File: src/pft_pkg.sv
// Shared constants and types for the point frustum test block.
// No dependencies.
package pft_pkg;

    localparam int COORD_WIDTH_DEF = 16;
    localparam int BASIS_W         = 16;   // Q2.14 basis component
    localparam int TAN_W           = 16;   // Q4.12 tangent
    localparam int LIMIT_W         = 16;   // Q8.8 near/far
    localparam int CFG_DATA_W      = 48;
    localparam int CFG_IDX_W       = 3;
    localparam int DEPTH_FRAC_DROP = 14;   // Q.22 dot product -> Q8.8 depth
    localparam int BOUND_SHIFT     = 2;    // Q.20 bound -> Q.22
    localparam int M_TDATA_W       = 8;

    localparam logic [CFG_IDX_W-1:0] REG_CAMERA_POSITION = 3'd0;
    localparam logic [CFG_IDX_W-1:0] REG_BASIS_RIGHT     = 3'd1;
    localparam logic [CFG_IDX_W-1:0] REG_BASIS_UP        = 3'd2;
    localparam logic [CFG_IDX_W-1:0] REG_BASIS_FORWARD   = 3'd3;
    localparam logic [CFG_IDX_W-1:0] REG_NEAR_LIMIT      = 3'd4;
    localparam logic [CFG_IDX_W-1:0] REG_FAR_LIMIT       = 3'd5;
    localparam logic [CFG_IDX_W-1:0] REG_TAN_HALF_WIDTH  = 3'd6;
    localparam logic [CFG_IDX_W-1:0] REG_TAN_HALF_HEIGHT = 3'd7;

    localparam logic [LIMIT_W-1:0] FAR_LIMIT_RESET = 16'h7FFF;
    localparam logic [TAN_W-1:0]   TAN_RESET       = 16'd4096;

    // Load enables for the two stages of a dot-product unit
    typedef struct packed {
        logic mul_en;
        logic sum_en;
    } pft_dot_en_t;

endpackage

File: src/pft_dot3.sv
// Two-stage dot product of a signed difference vector with a packed basis vector.
// Depends on pft_pkg.
module pft_dot3 import pft_pkg::*; #(
    parameter int DIFF_W = COORD_WIDTH_DEF + 1,
    localparam int PROD_W = DIFF_W + BASIS_W,
    localparam int DOT_W  = PROD_W + 2
) (
    input  logic                        aclk,
    input  pft_dot_en_t                 en,
    input  logic signed [DIFF_W-1:0]    d_x,
    input  logic signed [DIFF_W-1:0]    d_y,
    input  logic signed [DIFF_W-1:0]    d_z,
    input  logic [3*BASIS_W-1:0]        basis,   // x, y, z from bit 0
    output logic signed [DOT_W-1:0]     dot
);

    logic signed [BASIS_W-1:0] b_x, b_y, b_z;
    logic signed [PROD_W-1:0]  prod_x_reg, prod_y_reg, prod_z_reg;
    logic signed [DOT_W-1:0]   dot_reg;

    assign b_x = signed'(basis[0*BASIS_W +: BASIS_W]);
    assign b_y = signed'(basis[1*BASIS_W +: BASIS_W]);
    assign b_z = signed'(basis[2*BASIS_W +: BASIS_W]);

    always_ff @(posedge aclk) begin
        if (en.mul_en) begin
            prod_x_reg <= PROD_W'(d_x) * PROD_W'(b_x);
            prod_y_reg <= PROD_W'(d_y) * PROD_W'(b_y);
            prod_z_reg <= PROD_W'(d_z) * PROD_W'(b_z);
        end
        if (en.sum_en) begin
            dot_reg <= DOT_W'(prod_x_reg) + DOT_W'(prod_y_reg) + DOT_W'(prod_z_reg);
        end
    end

    assign dot = dot_reg;

endmodule

File: config.mk
export PLATFORM = sky130hd
export DESIGN_NAME = pft_dot3
export DESIGN_NICKNAME = d
export VERILOG_FILES = /design/src/pft_pkg.sv /design/src/pft_dot3.sv
export SDC_FILE = /design/constraint.sdc
export NUM_CORES = 2
export LEC_CHECK = 0
export BUFFER_PORTS_ARGS = -buffer_cell sky130_fd_sc_hd__buf_4
export CORE_MARGIN = 10
export CORE_UTILIZATION = 30
export DETAILED_ROUTE_END_ITERATION = 10
export PLACE_DENSITY = 0.54
export SETUP_SLACK_MARGIN = 0.4
export SLEW_MARGIN = 40
export SYNTH_ARGS = -nofsm -noshare
export SYNTH_HDL_FRONTEND = slang
export SYNTH_SLANG_ARGS = --single-unit
File: constraint.sdc
create_clock -name aclk -period 7.65 [get_ports aclk]
set_input_delay 1.53 -clock aclk [delete_from_list [all_inputs] [get_ports aclk]]
set_output_delay 1.53 -clock aclk [all_outputs]
set_load 0.02 [all_outputs]
=== Word level (Yosys, flattened, before mapping) ===
Cells that the tools add are included.

* Bits in latches: 0
* Output and inout port bits: 35
* Bits of input ports: 102
* Flip-flop bits (word level): 134
* Memories kept: 0
* Memory bits (read-only): 0
* Memory bits (writable): 0

* Shift-type cells: 0
* $mul: 3
* Multiplexer cells: 0
* $add $sub $neg: 2
* Reductions and logical operators: 0
* $lt $le $gt $ge: 0
* Equal/unequal tests: 0
* Bitwise operators: 0
* Divide/modulo/power cells: 0

{| class="wikitable"
|+ Operators by type and width
! kind !! number
|-
| multiplier 17 x 16 -> 33 bit || 3
|-
| adder 34 x 33 -> 35 bit || 1
|-
| adder 33 x 33 -> 34 bit || 1
|}

=== Logic depth before layout (Yosys ltp) ===
* Depth in word-level cells: 2
* Mapped depth: 24
* Depth with buffers taken out: 22

=== Least setup slack after synthesis ===
Ideal clock, no wire load.

* Path type: input-to-reg
* Start point: input basis[39]
* End point: register prod_z_reg[28] (data pin)
* Arrival time: 7.204 ns
* Data required time: 7.385 ns
* Setup time: 0.265 ns
* Setup slack: 0.181 ns
* Stages: 22
* Cells stage by stage: clkbuf_1 > clkbuf_1 > nand2_1 > fa_1 > inv_1 > fa_1 > fa_1 > fa_1 > fa_1 > inv_1 > fa_1 > inv_1 > ha_1 > a21o_1 > a21o_1 > a21oi_1 > nor2_1 > a2111oi_1 > o311ai_0 > a21oi_2 > o21ai_0 > xor2_1

* Cells in the longest elaborated chain, start to end: 1

{| class="wikitable"
|+ RTL lines
! item !! RTL line !! source
|-
| start, declared || pft_dot3.sv:13 || <nowiki>input logic [3*BASIS_W-1:0] basis,</nowiki>
|-
| multiplier 17 x 16 -> 33 bit || pft_dot3.sv:29 || <nowiki>prod_z_reg <= PROD_W'(d_z) * PROD_W'(b_z);</nowiki>
|-
| end signal, assigned || pft_dot3.sv:29 ||
|-
| end, declared || pft_dot3.sv:18 || <nowiki>logic signed [PROD_W-1:0] prod_x_reg, prod_y_reg, prod_z_reg;</nowiki>
|}

Every way passes these cells.
A chain may end at the register's enable or synchronous reset.

=== Worst setup path in the final report ===
* Start point: input basis[2]
* End point: register prod_x_reg[32] (data pin)

* Cells in the longest elaborated chain, start to end: 1

{| class="wikitable"
|+ RTL lines
! item !! RTL line !! source
|-
| multiplier 17 x 16 -> 33 bit || pft_dot3.sv:27 || <nowiki>prod_x_reg <= PROD_W'(d_x) * PROD_W'(b_x);</nowiki>
|-
| end signal, assigned || pft_dot3.sv:27 ||
|-
| end, declared || pft_dot3.sv:18 ||
|}

Every way passes these cells.

==> metrics.yaml <==
synth_area_leaders: "fa_1 (47%), edfxtp_1 (11%), ha_1 (9.6%)"
cpPeakStageDelay_ns: 0.53
final_common_cell: "inv_1"
worstPathArrival_ns: 7.16
ys_async_sr_fraction_pct: 0
yosys_register_bits: 134
drt_iter0_drc: 1213
dpl.hpwl_mm: 78.4
ys_seq_area_share_pct: 10.9
synth_edf_count: 134
die_area_um2: 138000
path_cells: "buf_4 > and2_1 > fa_1 > inv_1 > fa_1 > fa_1 > inv_1 > fa_1 > fa_1 > inv_1 > fa_1 > inv_1 > ha_1 > and3_1 > nand3_1 > o211ai_1 > a21oi_1 > o31ai_1 > a2111oi_1 > o21bai_1 > a21oi_1 > xnor2_1"
slew_viol_final: 0
cp_common_cell: "fa_1"
syn_inst: 3763
status: "completed"
final_cell_mix: "inv_1 (910), fa_1 (859), nand2_1 (418)"
worst_slack_ns: 0.675
critPathMaxFanout: 17
drive_gt1_share_pct: 6.27
worst_pin_slew_ns: 0.620
grt_max_degree: 61
clk_path_buf_depth: 2
slew_headroom_pct: 57.6
grt_pass1_vias: 27600
rsz0062_at_grt: "true"
boundaryPins: 137
final.setup.tns_ns: 0
min_period_ns: 6.97
cts_inserted_buffers: 17
syn2layout_area_growth_pct: 9.63
clk_pin_slew_ns: 0.06
largest_register_ff_count: 35
finClkSkew_ns: 0.00718
initial_utilization_pct: 30.3
routabilityCongestion: 0.831
wirelength_mm: 92.8
placementRows: 128
avgSynthCellArea_um2: 9.83
stdcell_area_um2: 40600
grt_remaining_overflow: 0
synth_top_area_cell: "fa_1"
core_area_um2: 122000
vias: 24800
grt_pass1_wl_mm: 152
fillCellCount: 12600
yosysTopAreaCellShare_pct: 46.6
wl_per_cell_um: 16.9
antenna_found_initial: 2
clk_latency_ns: 0.43
cts_tree: "built"
syn_area_um2: 37000
yosysUniqueCellTypes: 61
drv_cap: 0
crit_required_ns: 7.83
synth_ff_type: "edfxtp_1"
grt_usage_pct: 13.9
synth.net_count: 5012
via_per_inst: 4.51
post-route-period-util_pct: 91.2
end_kind: "register"
postCtsHoldBufs: 0
firstDrtPassIters: 5
htreeDepth: 4
postLayoutCoreUtil_pct: 33.2
max_freq_ghz: 0.143
slowest_stage: "fa_1"
hold_viol: 0
die_h_um: 371
io_buffers: 136
dpl_cell_area_um2: 39900
path_class: "input pin to register"
drc: 0
nets: 5095
place_ws_ns: 0.0734
setup_viol: 0
cp-start-kind: "input pin"
root_buffer: "clkbuf_16"
hold_path_class: "register to register"
yosys_warnings: 0
die_w_um: 371
antenna_left: 0
clkSinkCount: 134
## worst paths after layout
check,startpoint,to,slack [ns],cells after the start
worst min register to register,prod_y_reg[1],dot[1],0.74,2
worst max-delay path,basis[2],prod_x_reg[32],0.68,22
worst min-delay path,prod_y_reg[1],dot[1],0.74,2
worst max register to register,prod_z_reg[7],dot[31],3.48,11
## kinds of logic after synthesis
kind of cell	share of synthesized area, %
compound gates	5.75
xor+xnor	3.17
fa+ha+maj	56.3
buf+inv	10.4
flops	10.9
simple gates	13.6
## layout make-up
| cell class | instances | area [µm²] | share of cell area [%] |
|---|---|---|---|
| diodes | 2 | 5.00 | 0.0123 |
| flip-flops and latches | 134 | 4020 | 9.92 |
| clock buffers | 17 | 425 | 1.05 |
| multi-input cells | 2607 | 29200 | 71.9 |
| well taps | 1625 | 2030 | 5.01 |
| clock inverters | 15 | 153 | 0.376 |
| repair buffers | 175 | 1320 | 3.26 |
| inverters | 911 | 3420 | 8.44 |
## layer usage
metal  track usage (%)  share of wire, %  vias to the layer above
li1                  -                 -                    11400
met1              19.1                46                    12800
met2              23.6                49                      462
met3              1.49               3.6                       85
met4              2.79               1.9                        0
met5                 0                 0                        -
## metrics by stage
step / hold slack, ns / std cells
after detailed placement: 0.736 / 5451
final: 0.742 / 5486
after CTS: 0.748 / 5483
after global routing: 0.784 / 5484
after floorplan: 0.680 / 3763
after global placement: 0.717 / 5451
## cell usage after synthesis (all sizes together), types with 7 or more instances
library cell,count
a31oi,7
xnor2,106
nor2,91
nor3,21
o21a,15
clkbuf,110
and2,393
a21oi,95
nand3,16
and3,9
or2,8
edfxtp,134
inv,911
o21ai,50
nand2b,21
nor2b,11
a2111oi,8
fa,862
a21o,60
xor2,28
nand2,418
nand4,8
ha,285
a211oi,7
o21bai,20
## worst max-delay path, delay by kind of cell
family	cells	cell delay, ns
adders and majority gates	7	3.33
AOI/OAI and AO/OA	6	1.30
and+or+nand+nor	3	0.53
buffers and inverters	5	0.38
xor gates and xnor gates	1	0.08
## timing repair
action                                  4_1_cts  5_1_grt
endpoints found under the hold margin         0        0
buffers inserted                              0        1
endpoints found under the setup margin        0       10
resized for setup                             0       16
Power is not shown: default switching activity piles up to over one toggle a cycle in this logic, so the estimate is an artifact.
